$ cat config.mk
export PLATFORM = sky130hd
export DESIGN_NAME = window_zorder_table
export DESIGN_NICKNAME = d
export VERILOG_FILES = /design/src/hdl/wzt_pkg.sv /design/src/hdl/wzt_scan.sv /design/src/hdl/window_zorder_table.sv
export SDC_FILE = /design/constraint.sdc
export NUM_CORES = 2
export LEC_CHECK = 0
export BUFFER_PORTS_ARGS = -buffer_cell sky130_fd_sc_hd__buf_2
export CAP_MARGIN = 30
export CORE_MARGIN = 1.5
export CORE_UTILIZATION = 40
export DETAILED_ROUTE_END_ITERATION = 6
export PLACE_DENSITY_LB_ADDON = 0.15
export SLEW_MARGIN = 5
export SYNTH_ARGS = -nofsm -noshare
export SYNTH_HDL_FRONTEND = slang
export SYNTH_SLANG_ARGS = --single-unit
$ cat constraint.sdc
create_clock -name clk_i -period 34.8 [get_ports clk_i]
set_clock_uncertainty 0.2 [all_clocks]
set_input_delay 1.74 -clock clk_i [delete_from_list [all_inputs] [get_ports clk_i]]
set_output_delay 1.74 -clock clk_i [all_outputs]
set_load 0.02 [all_outputs]
$ cat src/hdl/wzt_pkg.sv
// ----------------------------------------------------------------------------
// wzt_pkg: shared types and constants for the window depth-order table
// Slot count, style and operation codes, status codes, scan unit modes.
// ----------------------------------------------------------------------------
package wzt_pkg;

  localparam int unsigned Slots     = 16;
  localparam int unsigned SlotW     = $clog2(Slots);
  localparam int unsigned IdW       = $clog2(Slots + 1);
  localparam logic [IdW-1:0] WinidUnused = IdW'(Slots);
  localparam logic [15:0] DepthMax  = 16'hFFFF;

  localparam logic [1:0] WinStylePopup   = 2'd1;
  localparam logic [1:0] WinStyleDesktop = 2'd2;

  localparam logic [2:0] OpCreate  = 3'd0;
  localparam logic [2:0] OpDestroy = 3'd1;
  localparam logic [2:0] OpDestOwn = 3'd2;
  localparam logic [2:0] OpActive  = 3'd3;
  localparam logic [2:0] OpHit     = 3'd4;

  localparam logic [1:0] StOk     = 2'd0;
  localparam logic [1:0] StNoFree = 2'd1;
  localparam logic [1:0] StNoWin  = 2'd2;

  // scan unit modes
  localparam logic [1:0] ScanTop  = 2'd0;
  localparam logic [1:0] ScanHit  = 2'd2;

  typedef struct packed {
    logic [15:0] left;
    logic [15:0] top;
    logic [15:0] width;
    logic [15:0] height;
    logic [15:0] depth;
    logic [15:0] owner;
    logic [1:0]  style;
  } win_t;

endpackage

$ cat src/hdl/wzt_scan.sv
// ----------------------------------------------------------------------------
// wzt_scan: shared per-slot compare unit
// Evaluates one slot per cycle while step_i is high: best-depth tracking, with a window match in hit-test mode.
// ----------------------------------------------------------------------------
module wzt_scan (
  input  logic                    clk_i,
  input  logic                    rst_ni,
  input  logic                    clear_i,
  input  logic                    step_i,
  input  logic [1:0]              mode_i,
  input  logic [wzt_pkg::SlotW-1:0] idx_i,
  input  logic                    used_i,
  input  wzt_pkg::win_t           win_i,
  input  logic [15:0]             px_i,
  input  logic [15:0]             py_i,
  output logic                    found_o,
  output logic [wzt_pkg::SlotW-1:0] best_o,
  output logic [15:0]             best_z_o
);

  logic found_q, found_d;
  logic [wzt_pkg::SlotW-1:0] best_q, best_d;
  logic [15:0] bz_q, bz_d;
  logic signed [17:0] px, py, l, t, r, b;
  logic in_win, cand;

  always_comb begin
    px = 18'(signed'(px_i));
    py = 18'(signed'(py_i));
    l  = 18'(signed'(win_i.left));
    t  = 18'(signed'(win_i.top));
    // right and bottom edges need a bit beyond the signed 16-bit range
    r  = l + 18'(signed'({1'b0, win_i.width}));
    b  = t + 18'(signed'({1'b0, win_i.height}));
    in_win = (px >= l) && (px < r) && (py >= t) && (py < b);
    cand = used_i && (mode_i != wzt_pkg::ScanHit || in_win) &&
           (!found_q || win_i.depth > bz_q);
    found_d = found_q;
    best_d  = best_q;
    bz_d    = bz_q;
    if (clear_i) begin
      found_d = 1'b0;
      best_d  = '0;
      bz_d    = '0;
    end else if (step_i && cand) begin
      found_d = 1'b1;
      best_d  = idx_i;
      bz_d    = win_i.depth;
    end
  end

  always_ff @(posedge clk_i or negedge rst_ni) begin
    if (!rst_ni) begin
      found_q <= 1'b0;
    end else begin
      found_q <= found_d;
    end
  end

  always_ff @(posedge clk_i) begin
    best_q <= best_d;
    bz_q   <= bz_d;
  end

  assign found_o  = found_q;
  assign best_o   = best_q;
  assign best_z_o = bz_q;

endmodule

$ cat src/hdl/window_zorder_table.sv
// ----------------------------------------------------------------------------
// window_zorder_table: slot table with depth order, activation and hit test
//
//  channel | valid    | ready    | payload
//  in      | valid_i  | ready_o  | operation_i slot_i pos_x_i pos_y_i size_w_i
//          |          |          | size_h_i owner_id_i style_code_i
//  out     | valid_o  | ready_i  | status_o result_slot_o active_now_o
//          |          |          | active_before_o active_changed_o
//
// One slot is visited per cycle by a shared compare unit. Create, hit test
// and activate each walk every slot; a bad target or an unknown operation
// answers at once. Destroy frees the slot and, when it was the active or top
// window, rescans every slot and reactivates the deepest window found. Destroy
// by owner walks the slots and destroys each match in the same way. Reset
// clears the used bits at once; the block then takes items immediately.
// ready_o is low from accept until the result is taken.
// ----------------------------------------------------------------------------
module window_zorder_table (
  input  logic        clk_i,
  input  logic        rst_ni,
  input  logic        valid_i,
  output logic        ready_o,
  input  logic [2:0]  operation_i,
  input  logic [3:0]  slot_i,
  input  logic [15:0] pos_x_i,
  input  logic [15:0] pos_y_i,
  input  logic [15:0] size_w_i,
  input  logic [15:0] size_h_i,
  input  logic [15:0] owner_id_i,
  input  logic [1:0]  style_code_i,
  output logic        valid_o,
  input  logic        ready_i,
  output logic [1:0]  status_o,
  output logic [3:0]  result_slot_o,
  output logic [4:0]  active_now_o,
  output logic [4:0]  active_before_o,
  output logic        active_changed_o
);

  localparam int unsigned SW = wzt_pkg::SlotW;
  localparam int unsigned IW = wzt_pkg::IdW;

  localparam logic [3:0] SIdle   = 4'd0;
  localparam logic [3:0] SFree   = 4'd1;  // create: clear scan unit, then top scan
  localparam logic [3:0] STop    = 4'd2;  // top scan for create
  localparam logic [3:0] SWrite  = 4'd3;
  localparam logic [3:0] SReTop  = 4'd4;  // top scan after a destroy
  localparam logic [3:0] SActA   = 4'd5;  // activate: lower pass
  localparam logic [3:0] SActB   = 4'd6;  // activate: commit target
  localparam logic [3:0] SOwner  = 4'd7;  // owner walk
  localparam logic [3:0] SHit    = 4'd8;
  localparam logic [3:0] SDone   = 4'd9;
  localparam logic [3:0] SKill   = 4'd10; // free one slot, decide reactivation
  localparam logic [3:0] SHitEnd = 4'd11;
  localparam logic [3:0] SReEnd  = 4'd12; // pick reactivation target

  logic [3:0] st_q;

  logic [wzt_pkg::Slots-1:0] used_q;
  wzt_pkg::win_t tab_q [wzt_pkg::Slots];

  logic [IW-1:0] active_q, top_q, before_q;
  logic [2:0]  op_q;
  logic [SW-1:0] tgt_q, free_q, own_q, free_idx;
  logic [15:0] px_q, py_q, w_q, h_q, owner_q, maxz_q, curz_q;
  logic [1:0]  style_q, status_q;
  logic [SW-1:0] rslot_q;
  logic        any_q, free_ok_q;
  logic [IW-1:0] idx_q;   // walk counter, holds Slots at end

  logic        sc_clear, sc_step, sc_found;
  logic [1:0]  sc_mode;
  logic [SW-1:0] sc_best, idx;
  logic [15:0] sc_bz;
  logic        walk_end;

  // owner walk: own_q is the next slot to test, own_done_q marks end of walk
  logic owner_hit, own_last, own_done_q;

  assign idx      = idx_q[SW-1:0];
  assign walk_end = (idx_q == IW'(wzt_pkg::Slots - 1));

  assign owner_hit = !own_done_q && used_q[own_q] && tab_q[own_q].owner == owner_q;
  assign own_last  = own_done_q || (own_q == SW'(wzt_pkg::Slots - 1));

  // lowest free slot
  always_comb begin
    free_idx = '0;
    for (int i = wzt_pkg::Slots - 1; i >= 0; i--)
      if (!used_q[i]) free_idx = SW'(i);
  end

  wzt_scan u_scan (
    .clk_i, .rst_ni,
    .clear_i (sc_clear),
    .step_i  (sc_step),
    .mode_i  (sc_mode),
    .idx_i   (idx),
    .used_i  (used_q[idx]),
    .win_i   (tab_q[idx]),
    .px_i    (px_q),
    .py_i    (py_q),
    .found_o (sc_found),
    .best_o  (sc_best),
    .best_z_o(sc_bz)
  );

  always_comb begin
    sc_clear = (st_q == SIdle) || (st_q == SKill) || (st_q == SFree);
    sc_step  = (st_q == STop) || (st_q == SReTop) || (st_q == SHit);
    sc_mode  = (st_q == SHit) ? wzt_pkg::ScanHit : wzt_pkg::ScanTop;
  end

  assign ready_o = (st_q == SIdle);
  assign valid_o = (st_q == SDone);
  assign status_o        = status_q;
  assign result_slot_o   = (status_q != wzt_pkg::StOk) ? 4'd0 : 4'(rslot_q);
  assign active_now_o    = 5'(active_q);
  assign active_before_o = 5'(before_q);
  assign active_changed_o = (active_q != before_q);

  // activate target tgt_q starts in SActA with curz_q holding its depth, maxz_q cleared
  always_ff @(posedge clk_i or negedge rst_ni) begin
    if (!rst_ni) begin
      st_q     <= SIdle;
      used_q   <= '0;
      active_q <= wzt_pkg::WinidUnused;
      top_q    <= wzt_pkg::WinidUnused;
      before_q <= wzt_pkg::WinidUnused;
      status_q <= wzt_pkg::StOk;
      idx_q    <= '0;
    end else begin
      case (st_q)
        SIdle: if (valid_i) begin
          before_q <= active_q;
          idx_q    <= '0;
          status_q <= (operation_i inside {wzt_pkg::OpDestroy, wzt_pkg::OpActive} &&
                       !used_q[slot_i[SW-1:0]]) ? wzt_pkg::StNoWin : wzt_pkg::StOk;
          case (operation_i)
            wzt_pkg::OpCreate:  st_q <= SFree;
            wzt_pkg::OpDestroy: st_q <= used_q[slot_i[SW-1:0]] ? SKill : SDone;
            wzt_pkg::OpActive:  st_q <= used_q[slot_i[SW-1:0]] ? SActA : SDone;
            wzt_pkg::OpDestOwn: st_q <= SOwner;
            wzt_pkg::OpHit:     st_q <= SHit;
            default:            st_q <= SDone;
          endcase
        end
        SFree: st_q <= STop;
        STop: begin
          idx_q <= idx_q + IW'(1);
          if (walk_end) st_q <= SWrite;
        end
        SWrite: begin
          if (!free_ok_q) status_q <= wzt_pkg::StNoFree;
          else used_q[free_q] <= 1'b1;
          st_q <= SDone;
        end
        SKill: begin
          used_q[tgt_q] <= 1'b0;
          idx_q <= '0;
          if (active_q == IW'(tgt_q) || top_q == IW'(tgt_q)) st_q <= SReTop;
          else st_q <= (op_q == wzt_pkg::OpDestOwn) ? SOwner : SDone;
        end
        SReTop: begin
          idx_q <= idx_q + IW'(1);
          if (walk_end) st_q <= SReEnd;
        end
        SReEnd: begin
          idx_q <= '0;
          if (sc_found) st_q <= SActA;
          else st_q <= (op_q == wzt_pkg::OpDestOwn) ? SOwner : SDone;
        end
        SActA: begin
          idx_q <= idx_q + IW'(1);
          if (walk_end) st_q <= SActB;
        end
        SActB: begin
          if (active_q != IW'(tgt_q)) begin
            active_q <= IW'(tgt_q);
            if (tab_q[tgt_q].style != wzt_pkg::WinStyleDesktop) top_q <= IW'(tgt_q);
          end
          st_q <= (op_q == wzt_pkg::OpDestOwn) ? SOwner : SDone;
        end
        SOwner: begin
          if (owner_hit) st_q <= SKill;
          else if (own_last) begin
            st_q <= SDone;
            if (!any_q) status_q <= wzt_pkg::StNoWin;
          end
        end
        SHit: begin
          idx_q <= idx_q + IW'(1);
          if (walk_end) st_q <= SHitEnd;
        end
        SHitEnd: begin
          if (!sc_found) status_q <= wzt_pkg::StNoWin;
          st_q <= SDone;
        end
        SDone: if (ready_i) st_q <= SIdle;
        default: st_q <= SIdle;
      endcase
    end
  end

  always_ff @(posedge clk_i) begin
    case (st_q)
      SIdle: if (valid_i) begin
        op_q <= operation_i; tgt_q <= slot_i[SW-1:0];
        px_q <= pos_x_i; py_q <= pos_y_i; w_q <= size_w_i; h_q <= size_h_i;
        owner_q <= owner_id_i; style_q <= style_code_i;
        rslot_q <= '0; any_q <= 1'b0; own_q <= '0; own_done_q <= 1'b0;
        maxz_q <= '0; curz_q <= tab_q[slot_i[SW-1:0]].depth;
        free_ok_q <= ~&used_q;
        free_q <= free_idx;
      end
      SWrite: if (free_ok_q) begin
        tab_q[free_q] <= '{left: px_q, top: py_q, width: w_q, height: h_q,
          owner: owner_q, style: style_q,
          depth: (style_q == wzt_pkg::WinStyleDesktop) ? 16'd0 :
                 !sc_found ? 16'd1 :
                 (sc_bz == wzt_pkg::DepthMax) ? wzt_pkg::DepthMax : sc_bz + 16'd1};
        rslot_q <= free_q;
      end
      SReEnd: if (sc_found) begin
        tgt_q <= sc_best; maxz_q <= '0; curz_q <= sc_bz;
      end
      SActA: if (tab_q[tgt_q].style != wzt_pkg::WinStyleDesktop && used_q[idx] &&
                 tab_q[idx].depth > curz_q && tab_q[idx].style != wzt_pkg::WinStylePopup) begin
        if (tab_q[idx].depth > maxz_q) maxz_q <= tab_q[idx].depth;
        tab_q[idx].depth <= tab_q[idx].depth - 16'd1;
      end
      SActB: if (tab_q[tgt_q].style != wzt_pkg::WinStyleDesktop && maxz_q != 16'd0)
        tab_q[tgt_q].depth <= maxz_q;
      SOwner: begin
        if (owner_hit) begin tgt_q <= own_q; any_q <= 1'b1; end
        if (own_q == SW'(wzt_pkg::Slots - 1)) own_done_q <= 1'b1;
        else own_q <= own_q + SW'(1);
      end
      SHitEnd: rslot_q <= sc_best;
      default: ;
    endcase
  end

  assert property (@(posedge clk_i) disable iff (!rst_ni)
    valid_o |-> !ready_o) else $error("ready while result pending");
  assert property (@(posedge clk_i) disable iff (!rst_ni)
    (st_q != SIdle && st_q != SDone) |-> !valid_o) else $error("early result");
  assert property (@(posedge clk_i) disable iff (!rst_ni)
    valid_o && status_o == wzt_pkg::StNoFree |-> &used_q) else $error("bad full");
  assert property (@(posedge clk_i) disable iff (!rst_ni)
    active_q <= wzt_pkg::WinidUnused) else $error("active out of range");

endmodule

Word-level counts from Yosys, hierarchy flattened
Memory sizes are Yosys's and may differ from the RTL's. A register that Yosys moved wholly into a read port is not among the register bits.
Cells that the tools add are included.
Widths: inputs -> output; s select.
{"block": "totals", "regBits": 199, "ramBits": 1568, "output_inout_bits": 19, "n_memories": 1}
{"block": "op_classes", "addsub": 6, "n_lt_le_gt_ge": 14, "n_eq_ne": 48, "n_mux": 98, "bitwise_logic": 3, "n_reduce_logical": 64}
{"memory": "tab_q", "depth": 16, "word_bits": 98, "rd": 4, "rd_clocked_by_memory_dff": 2, "wr": 1, "line_no": "window_zorder_table.sv:60", "text": "wzt_pkg::win_t tab_q [wzt_pkg::Slots];"}
{"cell": "$mux 98", "n": 2}
{"cell": "$reduce_or 98->1", "n": 2}
{"cell": "$mux 16", "n": 10}
{"cell": "$mux 4", "n": 31}
{"cell": "$pmux 16 s2", "n": 2}
{"cell": "$gt 16x16->1", "n": 3}
{"cell": "$pmux 16 s3", "n": 1}
{"cell": "$pmux 4 s12", "n": 1}
{"cell": "$add 16x17->18", "n": 2}
{"cell": "$lt 16x18->1", "n": 2}
{"cell": "$ne 2x2->1 const B", "n": 18}
{"cell": "$ge 16x16->1", "n": 2}
{"cell": "$mux 2", "n": 13}
{"cell": "$lt 4x5->1 const B", "n": 5}
{"cell": "$eq 4x4->1 const B", "n": 6}
{"cell": "$pmux 4 s3", "n": 2}
{"cell": "$mux 1", "n": 20}
{"cell": "$pmux 4 s5", "n": 1}
{"cell": "$reduce_and 3->1", "n": 6}
{"cell": "$add 16x1->16 const B", "n": 1}
{"cell": "$and 16x16->16", "n": 1}
{"cell": "$eq 16x16->1", "n": 1}
{"cell": "$eq 16x16->1 const B", "n": 1}
{"cell": "$eq 4x3->1 const B", "n": 4}
{"cell": "other kinds (43)", "n": 96}

Depth between registers and ports, before layout
{"block": "depth", "ltp_word": 15, "depth_mapped": 32, "depth_no_buf": 24}

Modules after synthesis
Synthesis repeated with hierarchy kept, for this count alone.
{"block": "unflattened", "hier_cells": 4135, "hier_area_um2": 78346.4}
{"module": "window_zorder_table", "n_inst": 1, "cells_per_inst": 3540, "area_each_um2": 73706.9, "seq_area_each_um2": 52384.0}
{"module": "wzt_scan", "n_inst": 1, "cells_per_inst": 595, "area_each_um2": 4639.4, "seq_area_each_um2": 425.4}

Worst setup path before layout
No wires, ideal clock.
{"block": "synth_path", "path_kind": "reg2reg", "startpoint": "reg idx_q[0]", "endpoint": "mem tab_q[0][0] in the netlist's numbering (enable)", "setup_time_ns": 0.623, "arrival_time_ns": 10.141, "t_required_ns": 33.977, "slack_ns": 23.836, "path_stages_with_launch": 19, "path_cell_list": "dfrtp_1 buf_6 buf_4 buf_4 buf_4 buf_4 mux4_2 mux4_2 ha_1 nand4_1 or4_1 o2111a_1 o211ai_1 nor2_1 clkbuf_1 o211ai_1 nand2b_1 clkbuf_1 nor3_1"}
{"element": "start, declared", "line_no": "window_zorder_table.sv:69", "text": "logic [IW-1:0] idx_q;"}
{"element": "start signal, assigned", "line_no": "window_zorder_table.sv:150", "text": "idx_q <= idx_q + IW'(1);"}
{"element": "start signal, assigned", "line_no": "window_zorder_table.sv:165", "text": "idx_q <= idx_q + IW'(1);"}
{"element": "start signal, assigned", "line_no": "window_zorder_table.sv:174", "text": "idx_q <= idx_q + IW'(1);"}
{"element": "end, declared", "line_no": "window_zorder_table.sv:60"}

Final worst setup path
{"block": "layout_path", "startpoint": "reg idx_q[0]", "endpoint": "reg u_scan.best_q (netlist bit u_scan.best_o[0])"}
{"block": "layout_between", "elab_chain_cells": 10, "elab_cells_between_ends": 18, "classes_between": "add/sub (2); order compare (5); mux (2); reduce/logical (8); memory (1)"}
{"element": "$mem_v2 16x98"}
{"element": "$add 16x17->18", "line_no": "wzt_scan.sv:33", "text": "r = l + 18'(signed'({1'b0, win_i.width}));"}
{"element": "$lt 16x18->1", "line_no": "wzt_scan.sv:35", "text": "in_win = (px >= l) && (px < r) && (py >= t) && (py < b);"}
{"element": "$logic_and 1x1->1 (3 in a row)", "line_no": "wzt_scan.sv:35"}
{"element": "$logic_or 1x1->1", "line_no": "wzt_scan.sv:36", "text": "cand = used_i && (mode_i != wzt_pkg::ScanHit || in_win) &&"}
{"element": "$logic_and 1x1->1 (2 in a row)", "line_no": "wzt_scan.sv:36"}
{"element": "$logic_and 1x1->1", "line_no": "wzt_scan.sv:45", "text": "end else if (step_i && cand) begin"}
{"element": "end signal, assigned", "line_no": "wzt_scan.sv:61", "text": "best_q <= best_d;"}
{"element": "end, declared", "line_no": "wzt_scan.sv:22", "text": "logic [wzt_pkg::SlotW-1:0] best_q, best_d;"}
Parallel ways exist; a longest one is shown, timed or not. The select of a mux whose other input is x is not followed.
A chain may end at the register's enable or synchronous reset.

==> impl_metrics.tcl <==
set metrics [dict create \
    status "completed" \
    hold_viol 0 \
    topRoutingLayerUsed "met4" \
    globalRouteOverflowTotal 0 \
    crit_slowest_cell "nor4_2" \
    wl_met2_mm 94.1 \
    tritoncts "built" \
    reg2reg_slack_ns 24.88 \
    dieWidth_um 438 \
    seqPwrFrac_pct 39.9 \
    switchingPower_mw 2.00 \
    critPathLaunchType "flop" \
    drtPass1Iterations 5 \
    cp-startpoint "idx_q[0]" \
    switching_share_pct 31.2 \
    drive_gt1_share_pct 26.0 \
    fin_area_um2 86100 \
    comb_power_share_pct 30.3 \
    synth-seq-cells 1775 \
    intPower_mw 4.40 \
    max_slew_margin_pct 30.2 \
    maxCapViolCount 0 \
    antenna_found_initial 6 \
    multi_input_area_um2 21900 \
    fin_nets 4435 \
    io_pins 112 \
    r2r_end "u_scan.best_o[0]" \
    post_drt_wl_per_cell_um 28.1 \
    crit_required_ns 35.30 \
    max_freq_mhz 101 \
    synth_edf_count 1704 \
    grt_usage_pct 20.2 \
    syn_area_um2 75800 \
    slew_violations 0 \
    grt_pass1_vias 40000 \
    routed_wl_mm 193 \
    setup_viol 0 \
    num_rows 159 \
    setup_tns_ns 0 \
    m1WireLength_mm 84.6 \
    worst_slew_pin_slew_ns 1.05 \
    synthSimpleGateAreaFrac_pct 3.85 \
    synthFlopType "edfxtp_1" \
    clock_latency_ns 0.84 \
    synth_top_area_share_pct 67.5 \
    cts-root-buf "clkbuf_16" \
    r2r_start "idx_q[0]" \
    critPathBufInv 6 \
    dpl-instance-area_um2 80000 \
    gp_congestion 0.861 \
    io_buffers 111 \
    vias 38700 \
    ys_types 84 \
    drc 0 \
    synth_compound_area_share_pct 3.15 \
    hpwl_mm 109 \
    grt_max_degree 111 \
    synthCells 3946 \
    critical_path_class "reg -> reg" \
    cts.repair.resized 0 \
    finalCoreUtilization_pct 45.8 \
    ant_nets 0 \
    yosys_warnings 0 \
    max_stage_delay_ns 0.82 \
    end_kind "flop" \
    worstPathArrival_ns 10.42 \
    synthAdderAreaFrac_pct 2.58 \
    synth-seq-area-share_pct 69.7 \
    initial_core_util_pct 40.3 \
    regArea_um2 52800 \
    cts_setup_buffers 0 \
    clkPwrFrac_pct 29.8 \
    p_per_area_nw_per_um2 74.4 \
    synth_nets 4194 \
    synth-xor-area-share_pct 1.14 \
    cts_buffers 189 \
    path_depth 27 \
    peakVddDrop_mv 0.0455 \
    synthTopCellsByArea "edfxtp_1, mux4_2, ha_1" \
    dieArea_um2 192000 \
    yosysMostFrequentCell "edfxtp_1" \
    viasPerCell 5.66 \
    drt-initial-drc-count 3428 \
    grt_pass1_wl_mm 281 \
    synth_top_cell_by_area "edfxtp_1" \
    clk_path_buf_depth 3 \
    p_leak_nw 28.5 \
    min_period_ns 9.92 \
    crit_path_end "u_scan.best_o[0]" \
    hold_class "reg -> reg" \
    rsz0062_at_grt "false" \
    clkSinkCount 1775 \
    synthTopCellsByCount "edfxtp_1, mux4_2, ha_1" \
    synth_mux_area_share_pct 17.8 \
    area_growth_pct 13.5 \
    synth_top_family_by_area "multiplexers" \
    h-tree-depth 4 \
    core_area_um2 188000 \
    syn_area_per_cell_um2 19.2 \
    worstRegToRegCells 27 \
    critPathMaxFanout 85 \
    met3_wirelength_mm 9.15 \
    fp.dieH_um 438 \
    path_clk_slew_ns 0.06 \
    synthArstFlopShare_pct 2.42 \
    n_fill_cell 15900 \
    cts_hold_buf 0 \
    post-route-period-util_pct 28.5 \
    path_delay_family "buffers and inverters" \
]
metal layers:
metal / track usage, % / vias to the layer above
li1: - / 16700
met1: 28.1 / 20700
met3: 2.94 / 268
met2: 33.1 / 1074
met4: 5.85 / 0
met5: 0 / -
metrics by stage:
stage | std cells | power, mW | setup slack, ns | hold slack, ns
5_1_grt | 6841 | 6.74 | 24.05 | 0.309
3_3_place_gp | 6452 | 4.54 | 24.67 | 0.265
2_1_floorplan | 3946 | 4.00 | 23.84 | 0.250
3_5_place_dp | 6469 | 4.54 | 24.71 | 0.274
4_1_cts | 6816 | 6.47 | 24.61 | 0.287
6_report | 6841 | 6.40 | 24.88 | 0.288
placed cells by master, fill, tap and decap left out, types with 102 or more instances in the layout:
cell type / n
nor2b_1: 105
nand2_1: 108
buf_4: 102
ha_1: 153
edfxtp_1: 1704
inv_1: 131
mux4_2: 550
clkbuf_16: 191
buf_2: 110
power by group through the flow:
| stage | clock (mW) | combinational (mW) | sequential (mW) |
|---|---|---|---|
| 2_1_floorplan | 0 | 1.46 | 2.54 |
| 3_3_place_gp | 0 | 1.94 | 2.60 |
| 3_5_place_dp | 0 | 1.94 | 2.60 |
| 4_1_cts | 1.96 | 1.96 | 2.55 |
| 5_1_grt | 2.03 | 2.14 | 2.56 |
| 6_report | 1.91 | 1.94 | 2.55 |
cells by family (layout without fill, tap and decap cells):
logic type / count (synthesis) / in the layout
XOR/XNOR: 99 / 99
buffers and inverters: 329 / 726
multiplexers: 657 / 657
AO/OA/AOI/OAI: 370 / 370
adder cells (fa/ha/maj): 155 / 155
other: 0 / 3
flip-flops: 1775 / 1775
AND/OR/NAND/NOR: 561 / 561
final cells by class:
class	instances	share of cell area, %
Multi-Input combinational cell	1842	25.4
Clock buffer	242	5.79
Clock inverter	105	1.04
Tap cell	2495	3.63
Sequential cell	1775	61.4
Inverter	145	0.647
Timing Repair Buffer	234	2.06
Antenna cell	3	0.00872
sequential cells by signal, indices dropped and copies added (netlist names), 5 cells and up, named ones only:
name	cells
tab_q	1568
owner_q	16
h_q	16
u_scan.best_z_o	16
maxz_q	16
top_q	5
idx_q	5
active_before_o	5
py_q	16
active_now_o	5
px_q	16
curz_q	16
used_q	16
w_q	16
worst register-to-register path, delay by kind of cell (launching register included):
kind / cells / cell delay, ns
AOI/OAI and AO/OA: 11 / 2.58
xor gates and xnor gates: 1 / 0.14
adders and majority gates: 3 / 0.71
buffers and inverters: 6 / 2.89
DFF: 1 / 0.81
muxes: 3 / 1.45
and+or+nand+nor: 3 / 1.01
worst min path at each step:
stage               endpoint  cells past startpoint  slack, ns     start
detailed placement  idx_q[4]                      2       0.27  idx_q[4]
global placement    idx_q[4]                      2       0.26  idx_q[4]
floorplan           idx_q[4]                      2       0.25  idx_q[4]
global route        top_q[4]                      1       0.31  top_q[4]
finish              idx_q[4]                      2       0.29  idx_q[4]
CTS                 idx_q[4]                      2       0.29  idx_q[4]
No activity file was read; power rests on OpenSTA's default activity.
